File: src/rtl/prcs_pkg.sv
// Shared types and constants for the particle/receptor contact checker.
// Used by prcs_ctrl, prcs_dp and particle_receptor_contact_step; no dependencies.
package prcs_pkg;

    // Fixed field widths
    localparam int OP_W       = 2;
    localparam int IDX_W      = 9;
    localparam int STATUS_W   = 3;
    localparam int HIT_W      = 9;
    localparam int COUNT_W    = 32;
    localparam int RADIUS_W   = 48;
    localparam int ACTIVE_W   = 10;
    localparam int CFG_ADDR_W = 2;

    // Distance magnitudes: at most 32 coordinate bits plus one for the difference.
    localparam int MAG_EXT_W  = 33;
    // A magnitude of this many bits squares into 48 bits; anything larger is
    // beyond every 48-bit bound.
    localparam int SQ_SAFE_W  = 24;
    localparam int SQ_W       = 2 * SQ_SAFE_W;
    localparam int SUM_W      = SQ_W + 2;

    // Result item layout
    localparam int OUT_FIELDS_W = STATUS_W + HIT_W + 2 * COUNT_W;
    localparam int OUT_TDATA_W  = ((OUT_FIELDS_W + 7) / 8) * 8;

    // Operation codes
    localparam logic [OP_W-1:0] OP_LOAD  = 2'd0;
    localparam logic [OP_W-1:0] OP_MOVE  = 2'd1;
    localparam logic [OP_W-1:0] OP_PLACE = 2'd2;

    // Status codes
    localparam logic [STATUS_W-1:0] ST_LOADED     = 3'd0;
    localparam logic [STATUS_W-1:0] ST_MOVED_FREE = 3'd1;
    localparam logic [STATUS_W-1:0] ST_LEFT_SPACE = 3'd2;
    localparam logic [STATUS_W-1:0] ST_CONTACT    = 3'd3;
    localparam logic [STATUS_W-1:0] ST_PLACED     = 3'd4;
    localparam logic [STATUS_W-1:0] ST_REJECTED   = 3'd5;
    localparam logic [STATUS_W-1:0] ST_IGNORED    = 3'd6;

    // Configuration register indexes
    localparam logic [CFG_ADDR_W-1:0] CFG_SPACE_RADIUS_SQ   = 2'd0;
    localparam logic [CFG_ADDR_W-1:0] CFG_CONTACT_RADIUS_SQ = 2'd1;
    localparam logic [CFG_ADDR_W-1:0] CFG_ACTIVE_RECEPTORS  = 2'd2;

    // Configuration reset values
    localparam logic [RADIUS_W-1:0] SPACE_RADIUS_SQ_RST   = 48'd429496729600;
    localparam logic [RADIUS_W-1:0] CONTACT_RADIUS_SQ_RST = 48'd4294967296;
    localparam logic [ACTIVE_W-1:0] ACTIVE_RECEPTORS_RST  = 10'd500;

    // Controller to datapath
    typedef struct packed {
        logic                load_in;
        logic                mem_write;
        logic                make_place;
        logic                make_move;
        logic                issue;
        logic                use_mem;
        logic                commit;
        logic                clr_need;
        logic                set_need;
        logic                count_move;
        logic                count_exit;
        logic                flush;
        logic                emit;
        logic [STATUS_W-1:0] status;
        logic [HIT_W-1:0]    hit_index;
    } prcs_cmd_t;

    // Datapath to controller
    typedef struct packed {
        logic                res_valid;
        logic                res_inside;
        logic                res_contact;
        logic                needs_placement;
        logic                idx_ok;
        logic                out_free;
        logic [ACTIVE_W-1:0] active_receptors;
    } prcs_stat_t;

endpackage

File: src/rtl/prcs_ctrl.sv
// Controller for the contact checker: sequences load, place, move and the
// receptor scan. Depends on prcs_pkg.
module prcs_ctrl #(
    parameter int RECEPTOR_SLOTS = 512
) (
    input  logic                                                  aclk,
    input  logic                                                  aresetn,
    input  logic                                                  in_valid,
    output logic                                                  in_ready,
    input  logic [prcs_pkg::OP_W-1:0]                             in_op,
    input  prcs_pkg::prcs_stat_t                                  stat,
    output prcs_pkg::prcs_cmd_t                                   cmd,
    output logic [$clog2(RECEPTOR_SLOTS > 1 ? RECEPTOR_SLOTS : 2)-1:0] scan_addr
);
    import prcs_pkg::*;

    localparam int AW = $clog2(RECEPTOR_SLOTS > 1 ? RECEPTOR_SLOTS : 2);
    localparam int CW = $clog2(RECEPTOR_SLOTS + 1);
    localparam int EW = (CW > ACTIVE_W) ? CW : ACTIVE_W;

    typedef enum logic [2:0] {
        S_IDLE,
        S_EXEC,
        S_PROBE,
        S_WAIT_PROBE,
        S_SCAN,
        S_FINISH
    } state_t;

    state_t              state_reg, state_next;
    logic [OP_W-1:0]     op_reg, op_next;
    logic [STATUS_W-1:0] status_reg, status_next;
    logic [HIT_W-1:0]    hit_reg, hit_next;
    logic [CW-1:0]       issue_reg, issue_next;
    logic [CW-1:0]       rcv_reg, rcv_next;
    logic [CW-1:0]       scan_len;
    logic [EW-1:0]       act_ext;
    logic [EW-1:0]       slots_ext;

    always_comb begin
        // clamp the scan to the table size
        act_ext   = EW'(stat.active_receptors);
        slots_ext = EW'(RECEPTOR_SLOTS);
        scan_len  = (act_ext > slots_ext) ? CW'(RECEPTOR_SLOTS) : act_ext[CW-1:0];

        state_next  = state_reg;
        op_next     = op_reg;
        status_next = status_reg;
        hit_next    = hit_reg;
        issue_next  = issue_reg;
        rcv_next    = rcv_reg;

        cmd           = '0;
        cmd.status    = status_reg;
        cmd.hit_index = hit_reg;
        in_ready      = (state_reg == S_IDLE);
        scan_addr     = issue_reg[AW-1:0];

        unique case (state_reg)
            S_IDLE: begin
                if (in_valid) begin
                    cmd.load_in = 1'b1;
                    op_next     = in_op;
                    state_next  = S_EXEC;
                end
            end
            S_EXEC: begin
                hit_next = '0;
                unique case (op_reg)
                    OP_LOAD: begin
                        cmd.mem_write = 1'b1;
                        status_next   = stat.idx_ok ? ST_LOADED : ST_IGNORED;
                        state_next    = S_FINISH;
                    end
                    OP_PLACE: begin
                        cmd.make_place = 1'b1;
                        state_next     = S_PROBE;
                    end
                    OP_MOVE: begin
                        if (stat.needs_placement) begin
                            status_next = ST_IGNORED;
                            state_next  = S_FINISH;
                        end else begin
                            cmd.make_move  = 1'b1;
                            cmd.count_move = 1'b1;
                            state_next     = S_PROBE;
                        end
                    end
                    default: begin
                        status_next = ST_IGNORED;
                        state_next  = S_FINISH;
                    end
                endcase
            end
            S_PROBE: begin
                // norm of the probe position itself
                cmd.issue  = 1'b1;
                state_next = S_WAIT_PROBE;
            end
            S_WAIT_PROBE: begin
                if (stat.res_valid) begin
                    if (op_reg == OP_PLACE) begin
                        if (stat.res_inside) begin
                            cmd.commit   = 1'b1;
                            cmd.clr_need = 1'b1;
                            status_next  = ST_PLACED;
                        end else begin
                            status_next  = ST_REJECTED;
                        end
                        state_next = S_FINISH;
                    end else begin
                        cmd.commit = 1'b1;
                        if (!stat.res_inside) begin
                            cmd.count_exit = 1'b1;
                            cmd.set_need   = 1'b1;
                            status_next    = ST_LEFT_SPACE;
                            state_next     = S_FINISH;
                        end else if (scan_len == '0) begin
                            status_next = ST_MOVED_FREE;
                            state_next  = S_FINISH;
                        end else begin
                            issue_next = '0;
                            rcv_next   = '0;
                            state_next = S_SCAN;
                        end
                    end
                end
            end
            S_SCAN: begin
                if (issue_reg < scan_len) begin
                    cmd.issue   = 1'b1;
                    cmd.use_mem = 1'b1;
                    issue_next  = issue_reg + 1'b1;
                end
                if (stat.res_valid) begin
                    // results return in index order; first contact is the lowest
                    if (stat.res_contact) begin
                        cmd.flush   = 1'b1;
                        hit_next    = HIT_W'(rcv_reg);
                        status_next = ST_CONTACT;
                        state_next  = S_FINISH;
                    end else if (rcv_reg + 1'b1 == scan_len) begin
                        status_next = ST_MOVED_FREE;
                        state_next  = S_FINISH;
                    end else begin
                        rcv_next = rcv_reg + 1'b1;
                    end
                end
            end
            S_FINISH: begin
                if (stat.out_free) begin
                    cmd.emit   = 1'b1;
                    state_next = S_IDLE;
                end
            end
            default: begin
                state_next = S_IDLE;
            end
        endcase
    end

    always_ff @(posedge aclk) begin
        if (!aresetn) begin
            state_reg  <= S_IDLE;
            op_reg     <= '0;
            status_reg <= '0;
            hit_reg    <= '0;
            issue_reg  <= '0;
            rcv_reg    <= '0;
        end else begin
            state_reg  <= state_next;
            op_reg     <= op_next;
            status_reg <= status_next;
            hit_reg    <= hit_next;
            issue_reg  <= issue_next;
            rcv_reg    <= rcv_next;
        end
    end

endmodule

File: config.mk
export PLATFORM = sky130hd
export DESIGN_NAME = prcs_ctrl
export DESIGN_NICKNAME = d
export VERILOG_FILES = /design/src/rtl/prcs_pkg.sv /design/src/rtl/prcs_ctrl.sv
export SDC_FILE = /design/constraint.sdc
export NUM_CORES = 1
export LEC_CHECK = 0
export ABC_AREA = 1
export ABC_CLOCK_PERIOD_IN_PS = 2800
export BUFFER_PORTS_ARGS = -buffer_cell sky130_fd_sc_hd__buf_2
export CAP_MARGIN = 20
export CELL_PAD_IN_SITES_DETAIL_PLACEMENT = 0
export CELL_PAD_IN_SITES_GLOBAL_PLACEMENT = 1
export CORE_ASPECT_RATIO = 0.9
export CORE_MARGIN = 2
export CORE_UTILIZATION = 39
export DETAILED_ROUTE_END_ITERATION = 8
export PLACE_DENSITY = 0.92
export SLEW_MARGIN = 25
export SYNTH_ARGS = -nofsm -noshare
export SYNTH_HDL_FRONTEND = slang
export SYNTH_SLANG_ARGS = --single-unit
File: constraint.sdc
create_clock -name aclk -period 2.8 [get_ports aclk]
set_input_delay 0.56 -clock aclk [delete_from_list [all_inputs] [get_ports aclk]]
set_output_delay 0.56 -clock aclk [all_outputs]
set_load 0.02 [all_outputs]
-- Word level (Yosys, flattened, before mapping)
Cells that the tools add are included.
- logic and storage cells: 108
- bits of input ports: 21
- output and inout bits: 35
- bits in registers: 37
- magnitude comparators: 2
- reductions and logical operators: 12
- add/sub/neg operators: 2
- eq/ne operators: 23
- muxes and demuxes: 63
- operators by type and width (cell ; count):
    two-way mux 10 bit ; 9
    two-way mux 3 bit ; 21
    case mux 10 bit (2 select lines) ; 2
    inequality test 2 bit (second input constant) ; 12
    two-way mux 1 bit ; 21
    adder 10 x 1 -> 10 bit (second input constant) ; 2
    two-way mux 9 bit ; 2
    case mux 3 bit (3 select lines) ; 2
    case mux 3 bit (6 select lines) ; 1
    case mux 9 bit (2 select lines) ; 1
    equality test 10 bit ; 1
    greater-than comparator 10 bit (second input constant) ; 1
    zero test 10 bit ; 1
    < comparator 10 bit ; 1
    AND reduction 8 bit ; 1
    AND reduction 7 bit ; 1
    equality test 3 x 2 -> 1 bit (second input constant) ; 2
    equality test 3 bit (second input constant) ; 2
    inequality test 3 bit (second input constant) ; 2
    case mux 3 bit (2 select lines) ; 1
    AND reduction 6 bit ; 1
    AND reduction 5 bit ; 1
    two-way mux 2 bit ; 2
    inequality test 4 bit (second input constant) ; 1
    10 further kinds ; 11

-- Depth between registers and ports, before layout
- word-level depth: 8
- gate-level depth with buffers: 18
- mapped depth without buffers: 17

-- Worst setup path after synthesis
Ideal clock, no wire load.
- path type: input to output
- start point: input port stat[2] (netlist bit)
- end point: output port cmd[20] (netlist bit)
- stages on the path: 12
- required time: 2.240 ns
- setup slack: 0.190 ns
- path buffers: 1
- arrival: 2.050 ns
- cells stage by stage: or2_1 -> nor2_1 -> nand2_1 -> nand2_2 -> buf_6 -> nand2_1 -> ha_1 -> a21oi_1 -> o21ai_0 -> a21oi_1 -> nand2_1 -> nand2_1
- RTL lines (what ; line ; RTL):
    from (decl) ; prcs_ctrl.sv:11 ; input prcs_pkg::prcs_stat_t stat,
    to (decl) ; prcs_ctrl.sv:12 ; output prcs_pkg::prcs_cmd_t cmd,

==> out/qor.txt <==
Clk_lat worst skew: 0.29 ns
Critical Path End Type: output port
Sequential cell area fraction in the yosys report: 0.241
Avg Inst Size Synth: 6.21 sq um
DIE AREA: 8610 sq um
Final Power: 2.44 mW
Synthesized area: 3070 sq um
TritonCTS Sinks: 37
Die Height: 88.2 um
P_leak: 1.87 nW
Crit path buf inv count: 5
Via Count: 3203
H-tree depth: 2
Drt drc: 0
CTS Hold Bufs: 0
Row cnt: 30
Antenna violations before repair: 0
Cells after Synth: 495
WL final: 8230 um
DR iter-0 viols: 155
1st-pass router iterations: 4
Max clock buf depth: 2
Io pins: 56
Root buffer selected by CTS: clkbuf_8
Cell breakdown of the critical path: buf_2, or2_1, nor2_1, nand2_1, nand2_4, buf_6, nand2_2, ha_4, o21ai_1, inv_1, o21ai_2, nand2_2, inv_1, buf_6
Min Tclk post-route: 2.77 ns
Area growth, synth to finish: 21.8%
Cell Count, Final, Fillers Out: 655
CP startpoint kind: input port
Post-DP HPWL: 6220 um
Sw Pwr: 1.12 mW
Num CTS Buffers: 5
CP max-delay cell: ha_4
Fill cells: 772
Final Cycle Share: 0.990
Reg2Reg Setup Slack: 0.53 ns
Starting density of the core: 0.405
Final setup viols: 0
Worst path max stage delay: 0.21 ns
Port bufs: 55
TritonCTS clock tree: done
Reg power frac: 0.285
Total GRT Usage: 0.190
Core area: 7580 sq um
Syn Nets: 534
Fmax: 361 MHz
Max_cap viols: 0
Slew @ Worst Pin: 0.555 ns
Yosys warnings: 0
Status: completed
Post-synth cell types: 35
Worst Hold Class: register to register
Delay-heaviest family, CP: simple AND/OR/NAND/NOR gates
DR WL/cell: 12.6 um
Worst-path clk slew: 0.08 ns
Clk pwr share: 0.204
Clock skew: 0.00521 ns
Largest net degree at the start of global routing: 21
Post-route ant nets: 0
# nets final: 597
Critical R2R Launch: rcv_reg[0]
Cell Int Power: 1.33 mW
Critical path type: input port to output port
Global placement routability congestion: 0.877
Diode count: 0
Total grt overflow: 0
Logic pwr share: 0.511
Slew HR: 0.626
Sw Ratio: 0.457
CP max FO: 6
Peak VDD IR: 0.417 mV
Hold Violations, Final: 0
Die Width: 97.6 um
Placed cells: 640
Sequential cell area: 741 sq um
RSZ-0062 raised after global routing: true
Crit path from: stat[2]
CP Data Required Time: 2.24 ns
Multi-input gate area: 1970 sq um
Worst Hold Launch: hit_reg[8]
Share of layout cells above drive strength 1: 0.245
First-pass GRT wire length: 13600 um
Final Slew Violations: 0
Number of global-route vias before repair: 3019
PwrDens: 653 nW/um^2
Vias/cell: 4.89
#FFs+latches synth: 37
CP arrival: 2.21 ns
## cell usage after synthesis, drive strengths merged
library cell  count  share of area
a211oi            3         0.0073
a21oi            26          0.045
a31oi             1         0.0020
and3              1         0.0020
buf              18          0.049
clkbuf            4          0.015
clkinv            1         0.0012
dfxtp            37           0.24
ha               18          0.073
inv              86           0.11
nand2           138           0.17
nand3            42          0.081
nand3b            3         0.0073
nand4            21          0.047
nor2             63          0.087
nor3             10          0.018
nor4              1         0.0020
o21ai            14          0.023
o21bai            1         0.0024
o32a              1         0.0033
or2               1         0.0020
xor2              5          0.014
## per-layer routing
metal	share of wire	vias to the layer above	track usage
met5	0	-	0
met4	0.015	0	0.0556
met3	0.041	13	0.0284
met2	0.47	70	0.329
met1	0.48	1440	0.248
li1	-	1680	-
## area by class of cell
type                       count  share of cell area
clock inverter                 2              0.0100
tap                           96              0.0321
multi-input combinational    349               0.525
inverter                      87              0.0872
sequential                    37               0.198
clock buffer                   6              0.0221
timing repair buffer          78               0.126
## power groups by stage
stage          clock (mW)  sequential, mW  combinational, mW
2_1_floorplan           0           0.707              0.911
3_5_place_dp            0           0.706               1.17
5_1_grt             0.531           0.714               1.41
3_3_place_gp            0           0.703               1.16
4_1_cts             0.514           0.693               1.20
6_report            0.500           0.696               1.25
## cells by family (layout without fill, tap and decap cells)
logic type / Yosys count / after routing / synth area share
and+or+nand+nor: 280 / 280 / 0.419
buffers and inverters: 109 / 173 / 0.170
AOI/OAI and AO/OA: 46 / 46 / 0.0826
DFF: 37 / 37 / 0.241
adders and majority gates: 18 / 18 / 0.0733
xor gates and xnor gates: 5 / 5 / 0.0142
## tightest hold or removal path, cell delays in order (launching register included)
cell,delay [ns]
dfxtp_1,0.31
nand2_1,0.06
a21oi_1,0.05
## cells in the final DEF (no fill, tap or decap), types with 3 or more instances in the layout
master and count:
nand3_1 34, inv_2 6, nor3_1 8, nand2_1 124, clkbuf_8 6, ha_1 13
xor2_1 5, nand4_1 19, buf_4 22, a21oi_1 22, dfxtp_1 37, a211oi_1 3
a21oi_2 4, o21ai_1 4, nor2_1 55, inv_1 80, buf_2 52, nand3b_1 3
nand3_2 6, nand2_4 6, nand2_2 8, ha_4 5, nor2_2 6, o21ai_0 8
buf_6 4
## stage by stage
| step | hold WS, ns | setup TNS, ns | utilization | setup WS [ns] | instance area, sq um |
|---|---|---|---|---|---|
| finish | 0.465 | 0 | 0.494 | 0.0287 | 3740 |
| global route | 0.480 | -0.152 | 0.494 | -0.0786 | 3740 |
| CTS | 0.468 | 0 | 0.474 | 0.00124 | 3600 |
| detailed placement | 0.456 | -0.0253 | 0.448 | -0.0196 | 3390 |
| global placement | 0.454 | 0 | 0.448 | 0.00589 | 3390 |
| floorplan | 0.469 | 0 | - | 0.190 | 3070 |
## worst paths after layout
kind / endpoint / depth (start not counted)
setup / recovery: cmd[19] / 14
hold / removal: hit_reg[8] / 2
setup reg to reg: rcv_reg[4] / 16
hold reg to reg: hit_reg[8] / 2
## what timing repair did
action                                  in CTS  in global routing
pin swaps                                    9                 13
buffers inserted                             4                  3
endpoints found under the setup margin       2                  2
gates resized for setup                     13                 25
Power figures use the tool's default switching activity.
